$ cat src/design/bfba_pkg.sv
// Shared constants for the bloom filter bit array core.
package bfba_pkg;

  localparam int HASH_W         = 32;                  // width of one hash word
  localparam int COUNT_W        = 17;                  // width of the bit count register
  localparam int POS_W          = COUNT_W;             // bit position, below the bit count
  localparam int MAX_USED_BITS  = (1 << COUNT_W) - 1;  // largest bit count the register holds
  localparam int MAX_USED_BYTES = (MAX_USED_BITS + 7) / 8;
  localparam int WORD_FIELDS    = 4;                   // hash word ports
  localparam int NUM_HASHES     = 4;
  localparam int NUM_WORDS      = (NUM_HASHES < WORD_FIELDS) ? NUM_HASHES : WORD_FIELDS;
  localparam int WORD_IDX_W     = $clog2(WORD_FIELDS);
  localparam int FILTER_BITS_DEF = 65536;
  localparam int BIT_COUNT_RST_VAL = 65536;            // bit count after reset
  localparam int BITS_PER_CYCLE = 8;                   // remainder bits retired per cycle
  localparam int MOD_STEPS      = HASH_W / BITS_PER_CYCLE;
  localparam int MOD_CNT_W      = (MOD_STEPS > 1) ? $clog2(MOD_STEPS) : 1;

  localparam logic [COUNT_W-1:0] BIT_COUNT_RST = COUNT_W'(BIT_COUNT_RST_VAL);

  typedef enum logic {
    ACT_INSERT = 1'b0,
    ACT_CHECK  = 1'b1
  } action_t;

endpackage

$ cat src/design/bfba_mod_unit.sv
// Iterative remainder unit: 32-bit hash word modulo a 17-bit bit count.
module bfba_mod_unit
  import bfba_pkg::*;
(
  input  logic               clk,
  input  logic               rst_n,
  input  logic               start,
  input  logic [HASH_W-1:0]  dividend,
  input  logic [COUNT_W-1:0] divisor,
  output logic               done,
  output logic [POS_W-1:0]   remainder
);

  logic                 busy_r;
  logic                 done_r;
  logic [MOD_CNT_W-1:0] cnt_r;
  logic [HASH_W-1:0]    shift_r;
  logic [COUNT_W-1:0]   div_r;
  logic [COUNT_W-1:0]   rem_r;
  logic [COUNT_W-1:0]   rem_nxt;

  // Restoring division, BITS_PER_CYCLE quotient bits per cycle.
  always_comb begin
    logic [COUNT_W:0] acc;
    acc = {1'b0, rem_r};
    for (int k = 0; k < BITS_PER_CYCLE; k++) begin
      acc = {acc[COUNT_W-1:0], shift_r[HASH_W-1-k]};
      if (acc >= {1'b0, div_r}) begin
        acc = acc - {1'b0, div_r};
      end
    end
    rem_nxt = acc[COUNT_W-1:0];
  end

  always_ff @(posedge clk) begin
    if (!rst_n) begin
      busy_r <= 1'b0;
      done_r <= 1'b0;
      cnt_r  <= '0;
    end else begin
      done_r <= 1'b0;
      if (start) begin
        busy_r  <= 1'b1;
        cnt_r   <= '0;
        rem_r   <= '0;
        shift_r <= dividend;
        div_r   <= divisor;
      end else if (busy_r) begin
        rem_r   <= rem_nxt;
        shift_r <= shift_r << BITS_PER_CYCLE;
        cnt_r   <= cnt_r + MOD_CNT_W'(1);
        if (cnt_r == MOD_CNT_W'(MOD_STEPS - 1)) begin
          busy_r <= 1'b0;
          done_r <= 1'b1;
        end
      end
    end
  end

  assign done      = done_r;
  assign remainder = rem_r[POS_W-1:0];

endmodule

$ cat config.mk
export PLATFORM = sky130hd
export DESIGN_NAME = bfba_mod_unit
export DESIGN_NICKNAME = d
export VERILOG_FILES = /design/src/design/bfba_pkg.sv /design/src/design/bfba_mod_unit.sv
export SDC_FILE = /design/constraint.sdc
export NUM_CORES = 1
export LEC_CHECK = 0
export ABC_AREA = 1
export CAP_MARGIN = 10
export CORE_MARGIN = 4
export CORE_UTILIZATION = 50
export CTS_BUF_LIST = sky130_fd_sc_hd__clkbuf_2 sky130_fd_sc_hd__clkbuf_4 sky130_fd_sc_hd__clkbuf_8
export DETAILED_ROUTE_END_ITERATION = 7
export DONT_BUFFER_PORTS = 1
export GPL_ROUTABILITY_DRIVEN = 0
export GPL_TIMING_DRIVEN = 0
export SLEW_MARGIN = 5
export SYNTH_ARGS = -nofsm -noshare
export SYNTH_HDL_FRONTEND = slang
export SYNTH_SLANG_ARGS = --single-unit
$ cat constraint.sdc
create_clock -name clk -period 23.8 [get_ports clk]
set_input_delay 7.14 -clock clk [delete_from_list [all_inputs] [get_ports clk]]
set_output_delay 7.14 -clock clk [all_outputs]
set_load 0.05 [all_outputs]
======== Yosys cells after proc, flatten, opt, wreduce, memory -nomap -nowiden ========
Cells that the tools add are included.
Widths: inputs -> output; s select.
storage, ports and cells
  register bits after elaboration ......... 70
  output and inout bits ................... 18
  word-level logic and storage cells ...... 46
cells by class
  add/subtract/negate cells ............... 9
  order comparisons ....................... 8
  equal/unequal tests ..................... 1
  mux-type cells .......................... 15
  bitwise operators ....................... 2
  reductions and logical operators ........ 5
operator list
  kind                 count
  $mux 17              9
  $ge 18x17->1         8
  $sub 17x17->17       8
  $mux 32              2
  $mux 1               4
  $reduce_and 2->1     2
  $reduce_or 3->1      1
  $add 2x1->2 const B  1
  $eq 2x2->1 const B   1
  $not 1->1            2
  $reduce_bool 2->1    1
  $reduce_or 2->1      1

======== Longest topological paths before layout ========
Gate-level depths: netlist of run 1.
  depth in word-level cells ............... 17
  mapped depth ............................ 134
  depth with buffers taken out ............ 125

======== Worst setup path after synthesis of run 1 ========
No wires, ideal clock.
  path kind ............................... reg-to-reg
  start ................................... reg div_r[1]
  end ..................................... reg rem_r[6] (netlist: remainder[6]), data pin
  arrival time ............................ 17441 ps
  required time ........................... 23536 ps
  path slack .............................. 6095 ps
  stages on the path, launching flop included .. 123
  path buffers ............................ 13
  clock period less this slack ............ 17705 ps
  path through ............................ edfxtp_1 inv_1 fa_1 nand2_1 nand3_2 nand2_1 nand2_2 nand2_2 nand2_2 buf_6 clkbuf_1 buf_2 o21ai_0 inv_1 ha_1 nand2_1 nor2_1 nand2_1 (+87 left out) a21oi_2 fa_1 a21oi_1 o21bai_1 a221o_1 nand3_1 nand2_1 nand2_1 nand2_1 nand2_1 nand2_1 a21oi_1 o41ai_1 a21oi_1 buf_2 nand3_1 nand2_1 nor2_1
between the ends
  cells in the longest elaborated chain, start to end .. 17
  elaborated cells on any way between the ends .. 25
ends and longest elaborated chain
  what                                            line                                      RTL
  start, declared                                 bfba_mod_unit.sv:18                       logic [COUNT_W-1:0] div_r;
  start signal, assigned                          bfba_mod_unit.sv:47                       div_r <= divisor;
  $sub 17x17->17 or $ge 18x17->1 (tied branches)  bfba_mod_unit.sv:29, bfba_mod_unit.sv:28
  $mux 17                                         bfba_mod_unit.sv:28                       if (acc >= {1'b0, div_r}) begin
  $sub 17x17->17 or $ge 18x17->1 (tied branches)  bfba_mod_unit.sv:29, bfba_mod_unit.sv:28
  $mux 17                                         bfba_mod_unit.sv:28
  $sub 17x17->17 or $ge 18x17->1 (tied branches)  bfba_mod_unit.sv:29, bfba_mod_unit.sv:28
  $mux 17                                         bfba_mod_unit.sv:28
  $ge 18x17->1 or $sub 17x17->17 (tied branches)  bfba_mod_unit.sv:28, bfba_mod_unit.sv:29
  $mux 17                                         bfba_mod_unit.sv:28
  $sub 17x17->17 or $ge 18x17->1 (tied branches)  bfba_mod_unit.sv:29, bfba_mod_unit.sv:28
  $mux 17                                         bfba_mod_unit.sv:28
  $sub 17x17->17 or $ge 18x17->1 (tied branches)  bfba_mod_unit.sv:29, bfba_mod_unit.sv:28
  $mux 17                                         bfba_mod_unit.sv:28
  $sub 17x17->17 or $ge 18x17->1 (tied branches)  bfba_mod_unit.sv:29, bfba_mod_unit.sv:28
  $mux 17                                         bfba_mod_unit.sv:28
  $sub 17x17->17 or $ge 18x17->1 (tied branches)  bfba_mod_unit.sv:29, bfba_mod_unit.sv:28
  $mux 17 *                                       bfba_mod_unit.sv:28
  $mux 17 *                                       bfba_mod_unit.sv:48                       end else if (busy_r) begin
  end signal, assigned                            bfba_mod_unit.sv:49                       rem_r <= rem_nxt;
  end, declared                                   bfba_mod_unit.sv:19                       logic [COUNT_W-1:0] rem_r;
Mark *: on every way between the ends. The rest lies on a longest branch, timed or not. The select of a mux whose other input is x is not followed.
A chain may end at the register's enable or synchronous reset.

======== Worst setup path after layout of run 1 ========
  start ................................... reg div_r[11]
  end ..................................... reg rem_r[7] (netlist: remainder[7]), data pin
The elaborated chain is that of the path after synthesis.

==> results of run 1 <==
## routing by layer
| layer | share of wire (%) | vias to the layer above | GRT usage, % |
|---|---|---|---|
| met1 | 46 | 4970 | 37.45 |
| met3 | 5.5 | 41 | 2.570 |
| met4 | 2.0 | 0 | 5.808 |
| met5 | 0 | - | 0 |
| met2 | 46 | 281 | 44.40 |
| li1 | - | 5683 | - |
## stage by stage
step / worst slack (ns) / hold WS (ns)
CTS: 1.626 / 0.5074
detailed placement: 1.706 / 0.4965
global placement: 1.851 / 0.4856
global route: 0.07956 / 0.5324
finish: 2.047 / 0.5023
floorplan: 6.095 / 0.4646
## what timing repair did
item	in CTS	in global routing
resized for setup	0	3
setup buffers	0	6
endpoints found under the setup margin	0	17
## state kept, by name, summed over array words and instances, names as in the netlist
signal	count
done	1
busy_r	1
cnt_r	2
remainder	17
div_r	17
shift_r	32
## kinds of logic after synthesis
logic type | after synthesis | share of synthesized area (%)
simple gates | 845 | 32.59
flops | 70 | 18.29
compound gates | 271 | 13.40
mux | 1 | 0.08879
fa+ha+maj | 145 | 16.63
xor+xnor | 107 | 8.313
buf+inv | 290 | 10.70
## worst max-delay path by stage
stage / start / end / slack, ns / depth (start not counted)
after detailed placement: div_r[1]$_DFFE_PP_ / remainder[15]$_SDFFCE_PP0P_ / 1.71 / 123
final: div_r[11]$_DFFE_PP_ / remainder[7]$_SDFFCE_PP0P_ / 2.05 / 124
after global placement: div_r[1]$_DFFE_PP_ / remainder[14]$_SDFFCE_PP0P_ / 1.85 / 123
after floorplan: div_r[1]$_DFFE_PP_ / remainder[6]$_SDFFCE_PP0P_ / 6.10 / 122
after global routing: div_r[11]$_DFFE_PP_ / remainder[15]$_SDFFCE_PP0P_ / 0.08 / 124
after CTS: div_r[1]$_DFFE_PP_ / remainder[15]$_SDFFCE_PP0P_ / 1.63 / 123
## cell usage in the layout (no fill, tap or decap), types with 9 or more instances in the layout
master	synthesis	layout
buf_4	5	11
nand3_1	114	114
o21bai_1	10	10
buf_2	16	16
nand3_2	14	14
inv_1	250	249
nand2_2	21	22
a21oi_1	124	123
xor2_1	63	63
xnor2_1	44	44
o21ai_1	13	13
nor3_1	19	19
edfxtp_1	66	66
nand2_1	552	551
nor2_1	92	92
o21ai_0	80	80
ha_1	137	137
clkbuf_8	0	9
## area by class of cell
type / instances / area (µm²) / share of cell area (%)
inverters: 253 / 953.4 / 8.014
flip-flops and latches: 70 / 2062 / 17.33
clock inverters: 7 / 65.06 / 0.5469
clock buffers: 9 / 123.9 / 1.041
plain buffers: 37 / 256.5 / 2.156
well taps: 280 / 350.3 / 2.945
repair buffers: 7 / 72.57 / 0.6100
multi-input cells: 1369 / 8013 / 67.35
## worst min-delay path: cells and delay by family (launching register included)
family	cells	cell delay (ns)
flops	1	0.32
simple gates	2	0.09
## synthesized netlist by cell type, types with 2 or more instances
cell type,count
nor2_1,92
nand3_1,114
nand3b_1,7
buf_2,16
fa_1,8
o31ai_1,7
dfxtp_1,4
o2111ai_1,2
buf_4,5
o211ai_1,3
xor2_1,63
ha_1,137
nand2_2,21
clkbuf_1,7
edfxtp_1,66
nand3_2,14
a21oi_1,124
nor4_1,2
o21bai_1,10
and2_1,2
a21oi_2,4
o21ai_0,80
buf_6,6
a31oi_1,7
a41oi_1,2
inv_1,250
nor3_1,19
o21a_1,3
nand4_1,8
o221ai_1,2
inv_2,3
a21o_1,7
xnor2_1,44
nand2_1,552
nand3_4,7
o21ai_1,13
nand2_4,4
==> metrics.yaml, run 1 <==
die_area_mm2: 0.02501
antenna_cells: 0
syn_inst: 1729
port_buffers: 0
tns_ns: 0
cp_slowest_stage_delay_ns: 0.54
cp_max_fo: 10
hold_start: "shift_r[22]$_DFFE_PP_"
synth_edf_count: 66
syn2layout_area_growth_pct: 5.527
io_pins: 70
placed_area_mm2: 0.01165
wl_per_cell_um: 16.39
numClockSinks: 70
syn_nets: 1926
avgViaCountPerCell: 5.401
netlist.area_leader.share_pct: 18.38
stdcell_area_mm2: 0.01190
grt_antenna_before_repair: 0
crit_required_ns: 23.87
holdPathEnd: "shift_r[30]$_DFFE_PP_"
ys_seq_area_share_pct: 18.29
cts_inserted_buffers: 9
synthFlopType: "edfxtp_1"
setup_viol: 0
drt-initial-drc-count: 781
num_rows: 54
cts_tree: "yes"
overflow: 0
cts-htree-levels: 3
ctsHoldBuffers: 0
yosys.area.top_type: "nand2_1"
path_buf_inv: 24
endpoint_kind: "flip-flop"
r2r_slack_ns: 2.05
grt_pass1_wl_mm: 52.01
clk_latency_ns: 0.34
synth_area_per_cell_um2: 6.520
worst_slew_margin_rel_pct: 48.55
r2r-end: "remainder[7]$_SDFFCE_PP0P_"
slew_violations: 0
fmax_mhz: 45.97
final.period_utilization_pct: 91.40
hold_viol: 0
grt_max_degree: 27
totalWireLength_mm: 33.31
synthesis.area_mm2: 0.01127
reg2regPathDepth: 124
utilization_pct: 54.01
r2r-start: "div_r[11]$_DFFE_PP_"
cp-start-kind: "flip-flop"
cp_common_cell: "nand2_1"
vias: 10980
die_w_um: 158.2
drc: 0
min_path_cells: 2
clk_pin_slew_ns: 0.07
root_buffer: "clkbuf_8"
dp.cells: 2010
initial_core_util_pct: 51.18
finalCriticalPeriod_ns: 21.75
synth-async-reset-ratio_pct: 0
dr.pass1.iters: 5
dp.final_hpwl_mm: 26.85
worstPathArrival_ns: 21.83
rsz0062_at_grt: "no"
final_antenna_net_count: 0
ys_warn_count: 0
core_area_mm2: 0.02203
synth-seq-cells: 70
skew_ns: 0.009601
layout-drive-gt1-share_pct: 6.336
nets: 1944
slowest_stage: "ha_1"
worstSetupPathType: "reg -> reg"
maxCapViolCount: 0
fill_cells: 2277
die_y_um: 158.2
min_path_type: "reg -> reg"
first_global_vias: 10010
yosysUniqueCellTypes: 51
cts_buffer_depth: 2
worst_pin_slew_ns: 0.7710
synthTopCellsByArea: "nand2_1, edfxtp_1, ha_1"
fin_cells: 2032
outcome: "completed"
grt_usage_pct: 26.60
cp_top_family: "compound AO/OA/AOI/OAI gates"
Power of run 1 is left out: the tool's default activity adds up to more than one toggle a clock period on the data nets, which glitch-free logic cannot reach.
==> run 2: changes to the inputs <==
- CORE_ASPECT_RATIO: default -> 1.1
==> run 2 against run 1 <==
Effect of this change: first-iteration DRC count is 6.7% lower; setup slack better by 0.051 ns; register-to-register slack better by 0.05 ns; critical endpoint unchanged; design area is 0.20% higher; wire length is 1.6% higher; utilization is 0.094 points lower; final cell count is 0.69% higher; largest cell class unchanged; via count is 0.86% higher; global-route usage is 0.78 points higher.
==> metrics.yaml, run 2 (same netlist as run 1, synthesis figures left out) <==
outcome: "completed"
grt_pass1_wl_mm: 52.91  # +1.7%
cp_slowest_stage_delay_ns: 0.55  # about the same
fin_cells: 2046  # +0.69%
first_global_vias: 10240  # +2.3%
crit_required_ns: 23.90  # +0.03 ns
setup_viol: 0  # unchanged
drc: 0  # unchanged
skew_ns: 0.01234  # +0.002741 ns
groute.layer.met1.usage_pct: 36.37  # -1.1 points
dp.cells: 2025  # +0.75%
min_path_type: "reg -> reg"
root_buffer: "clkbuf_8"
regMostFlops: "shift_r"
port_buffers: 0  # unchanged
finalCriticalPeriod_ns: 21.70  # -0.05072 ns
rsz0062_at_grt: "no"
ctsHoldBuffers: 0  # unchanged
clk_pin_slew_ns: 0.09  # +0.02 ns
worstPathArrival_ns: 21.80  # -0.03 ns
slowest_stage: "inv_1"
nets: 1940  # -0.21%
worstSetupPathType: "reg -> reg"
grt-busiest-layer: "met2"
endpoint_kind: "flip-flop"
worst_pin_slew_ns: 0.7786  # +0.007627 ns
avgViaCountPerCell: 5.410  # +0.17%
io_pins: 70  # unchanged
num_rows: 57  # +5.6%
wl_per_cell_um: 16.53  # +0.87%
met3_usage_pct: 2.511  # -0.059 points
cts-htree-levels: 3  # unchanged
largest_register_ffs: 32  # unchanged
utilization_pct: 53.92  # -0.094 points
place_ws_ns: 1.832  # +0.1258 ns
cp_max_fo: 10  # unchanged
cp_common_cell: "nand2_1"
final_common_cell: "nand2_1"
fmax_mhz: 46.08  # +0.23%
die_area_mm2: 0.02502  # about the same
vias: 11070  # +0.86%
hold_viol: 0  # unchanged
final.period_utilization_pct: 91.19  # -0.21 points
cts_tree: "yes"
overflow: 0  # unchanged
worst_slew_margin_rel_pct: 48.04  # -0.51 points
cts_inserted_buffers: 9  # unchanged
initial_core_util_pct: 50.99  # -0.19 points
cp-start-kind: "flip-flop"
setup_slack_ns: 2.097  # +0.05072 ns
grt_max_degree: 40  # +48%
final_antenna_net_count: 0  # unchanged
tns_ns: 0  # unchanged
die_w_um: 151.2  # -4.4%
totalWireLength_mm: 33.83  # +1.6%
clk_latency_ns: 0.35  # about the same
cts_buffer_depth: 2  # unchanged
numClockSinks: 70  # unchanged
grt_antenna_before_repair: 2  # +2
layout-drive-gt1-share_pct: 6.121  # -0.21 points
slew_violations: 0  # unchanged
dp.final_hpwl_mm: 27.22  # +1.4%
syn2layout_area_growth_pct: 5.738
drt-initial-drc-count: 729  # -6.7%
maxCapViolCount: 0  # unchanged
dr.pass1.iters: 6  # +1
mostFrequentLayoutCells: "nand2_1, inv_1, ha_1"
die_y_um: 165.5  # +4.6%
core_area_mm2: 0.02211  # +0.38%
gr-usage-met2_pct: 46.58  # +2.2 points
grt_usage_pct: 27.38  # +0.78 points
-- run 2: cell type report --
cell class                      instances  area [µm²]
Tap cell                              295       369.1
Multi-Input combinational cell       1369        8013
Antenna cell                            3       7.507
Timing Repair Buffer                    3       35.03
Inverter                              253       949.7
Clock inverter                          7       103.9
Buffer                                 37       256.5
Sequential cell                        70        2062
Clock buffer                            9       123.9
Fill cell                            2321       10190
-- run 2: layer usage --
metal  up-vias  wire length [µm]
li1       5691                 -
met1      4987             15130
met2       326             15680
met3        65              1849
met4         0              1160
met5         -                 0
-- run 2: worst paths after layout --
path,from,end,slack [ns],cells after the start
max reg2reg,div_r[8]$_DFFE_PP_,remainder[7]$_SDFFCE_PP0P_,2.10,125
min reg2reg,shift_r[11]$_DFFE_PP_,shift_r[19]$_DFFE_PP_,0.51,2
max,div_r[8]$_DFFE_PP_,remainder[7]$_SDFFCE_PP0P_,2.10,125
min,shift_r[11]$_DFFE_PP_,shift_r[19]$_DFFE_PP_,0.51,2
-- run 2: metrics by stage --
step	instance area (µm²)	hold slack, ns
finish	11920	0.5091
CTS	11890	0.5100
floorplan	11270	0.4646
detailed placement	11660	0.4950
global placement	11640	0.4830
global route	11920	0.5284
-- run 2: what timing repair did --
item | in CTS | in global routing
hold endpoints to repair | 0 | 0
setup buffers | 0 | 2
endpoints found under the setup margin | 0 | 17
resized for setup | 0 | 2
-- run 2: worst max-delay path, delay by kind of cell, from the launching register on --
family                     cells  cell delay [ns]
buffers and inverters         24             4.17
adders and majority gates      8             2.85
AOI/OAI and AO/OA             38             8.62
and+or+nand+nor               55             5.37
DFF                            1             0.36
Power of run 2 is left out for the same reason.
==> run 3: changes to the inputs <==
- CORE_UTILIZATION: 50 -> 36
- REMOVE_ABC_BUFFERS: default -> 1
==> run 3 against run 2 <==
Effect of this change: register-to-register slack better by 0.06 ns; global-route usage is 8.4 points lower; die area is 37% higher; via count is 1.7% lower; design area is 0.20% lower; sequential share of layout area hardly changed; worst hold slack worse by 0.0055 ns; final cell count is 4.1% higher; setup slack better by 0.062 ns; first-iteration DRC count is 3.7% lower; clock-buffer cell count is 2 higher; highest routed layer unchanged; clock skew is 0.0021 ns higher.
==> metrics.yaml, run 3 (same netlist as run 1, synthesis figures left out) <==
endpoint_kind: "flip-flop"
grt_pass1_wl_mm: 52.70  # -0.39%
fmax_mhz: 46.21  # +0.29%
reg2regPathDepth: 117  # -6.4%
die_area_mm2: 0.03421  # +37%
maxCapViolCount: 0  # unchanged
setup_viol: 0  # unchanged
die_w_um: 176.7  # +17%
mostFrequentLayoutCells: "nand2_1, inv_1, ha_1"
die_y_um: 193.6  # +17%
final_common_cell: "nand2_1"
r2r-end: "remainder[15]$_SDFFCE_PP0P_"
grt-busiest-layer: "met2"
layout-drive-gt1-share_pct: 5.070  # -1.1 points
finalCriticalPeriod_ns: 21.64  # -0.06203 ns
regMostFlops: "shift_r"
outcome: "completed"
min_path_cells: 2  # unchanged
cts_buffer_depth: 2  # unchanged
drc: 0  # unchanged
slew_violations: 0  # unchanged
met3_usage_pct: 2.186  # -0.32 points
hold_start: "shift_r[18]$_DFFE_PP_"
root_buffer: "clkbuf_8"
avgViaCountPerCell: 5.110  # -5.5%
place_ws_ns: 0.2098  # -1.622 ns
syn2layout_area_growth_pct: 5.527
hold_viol: 0  # unchanged
vias: 10890  # -1.7%
totalWireLength_mm: 32.97  # -2.5%
rsz0062_at_grt: "no"
cp_common_cell: "nand2_1"
final_antenna_net_count: 0  # unchanged
worstSetupPathType: "reg -> reg"
groute.layer.met1.usage_pct: 24.80  # -12 points
skew_ns: 0.01442  # +0.002077 ns
r2r-start: "div_r[9]$_DFFE_PP_"
worst_pin_slew_ns: 0.9186  # +0.1401 ns
first_global_vias: 10270  # +0.29%
gr-usage-met2_pct: 32.10  # -14 points
cp_top_family: "compound AO/OA/AOI/OAI gates"
setup_slack_ns: 2.159  # +0.06203 ns
min_path_type: "reg -> reg"
numClockSinks: 70  # unchanged
clk_pin_slew_ns: 0.09  # about the same
grt_usage_pct: 18.97  # -8.4 points
cts-htree-levels: 3  # unchanged
worstPathArrival_ns: 21.75  # -0.05 ns
cp_slowest_stage_delay_ns: 0.49  # -0.06 ns
cp-start-kind: "flip-flop"
final.period_utilization_pct: 90.93  # -0.26 points
antenna_cells: 0  # -3
nets: 1908  # -1.6%
cts_tree: "yes"
crit_required_ns: 23.91  # about the same
cts_inserted_buffers: 9  # unchanged
core_area_mm2: 0.03068  # +39%
ctsHoldBuffers: 0  # unchanged
drt-initial-drc-count: 702  # -3.7%
clk_latency_ns: 0.35  # about the same
worst_slew_margin_rel_pct: 38.69  # -9.3 points
largest_register_ffs: 32  # unchanged
overflow: 0  # unchanged
dp.final_hpwl_mm: 25.71  # -5.5%
initial_core_util_pct: 36.74  # -14 points
io_pins: 70  # unchanged
slowest_stage: "ha_1"
grt_max_degree: 48  # +20%
fill_cells: 3365  # +45%
num_rows: 67  # +18%
port_buffers: 0  # unchanged
r2r_slack_ns: 2.16  # +0.06 ns
path_buf_inv: 13  # -46%
wl_per_cell_um: 15.48  # -6.4%
cp_max_fo: 30  # +20
ff_latch_area_mm2: 0.002062  # unchanged
multi_input_area_mm2: 0.008059  # +0.58%
grt_antenna_before_repair: 0  # -2
holdPathEnd: "shift_r[26]$_DFFE_PP_"
dr.pass1.iters: 5  # -1
## run 3: cell count changes in the layout (fill, tap and decap cells not counted), moves of 3 or more
cell / before / now
buf_2: 16 / 0
clkbuf_1: 7 / 0
buf_6: 6 / 0
a21oi_4: 1 / 4
diode_2: 3 / 0
## run 3: how the worst max path moves through the flow
stage               depth (start not counted)               start                           to  slack [ns]
global placement                          109  div_r[1]$_DFFE_PP_   remainder[1]$_SDFFCE_PP0P_       -0.67
detailed placement                        109  div_r[1]$_DFFE_PP_   remainder[5]$_SDFFCE_PP0P_        0.21
CTS                                       109  div_r[1]$_DFFE_PP_   remainder[5]$_SDFFCE_PP0P_        0.15
global route                              115  div_r[9]$_DFFE_PP_  remainder[15]$_SDFFCE_PP0P_        0.09
finish                                    117  div_r[9]$_DFFE_PP_  remainder[15]$_SDFFCE_PP0P_        2.16
floorplan                                 105  div_r[1]$_DFFE_PP_  remainder[13]$_SDFFCE_PP0P_        4.84
## run 3: cell type report
| cell class | instances | area share (%) |
|---|---|---|
| inverters | 253 | 8.046 |
| flip-flops and latches | 70 | 17.33 |
| repair buffers | 8 | 0.6100 |
| clock inverters | 5 | 0.6942 |
| multi-input cells | 1369 | 67.74 |
| well taps | 414 | 4.354 |
| clock buffers | 11 | 1.220 |
## run 3: worst reg2reg max path, delay by kind of cell (launching register included)
family,cells,cell delay (ns)
adders and majority gates,8,2.89
AOI/OAI and AO/OA,38,8.75
buffers and inverters,13,2.12
and+or+nand+nor,57,7.12
DFF,1,0.38
xor gates and xnor gates,1,0.13
## run 3: per-stage QoR
stage | cell area (µm²) | hold WS [ns] | util [%] | TNS (ns) | cells
6_report | 11900 | 0.5036 | 38.77 | 0 | 2130
5_1_grt | 11900 | 0.5410 | 38.77 | 0 | 2130
4_1_cts | 11790 | 0.5061 | 38.43 | 0 | 2123
3_5_place_dp | 11560 | 0.4998 | 37.69 | 0 | 2107
3_3_place_gp | 11530 | 0.4810 | 37.59 | -10.14 | 2106
2_1_floorplan | 11020 | 0.4646 | - | 0 | 1692
## run 3: routing by layer
layer,routed length (µm),vias up
met5,0,-
met3,1566,53
met1,14680,4940
met4,1167,0
li1,-,5607
met2,15550,285
## run 3: repair_timing
item	CTS	global route
gates resized for setup	0	11
setup buffers	0	7
setup endpoints to repair	0	17
Power of run 3 is left out for the same reason.
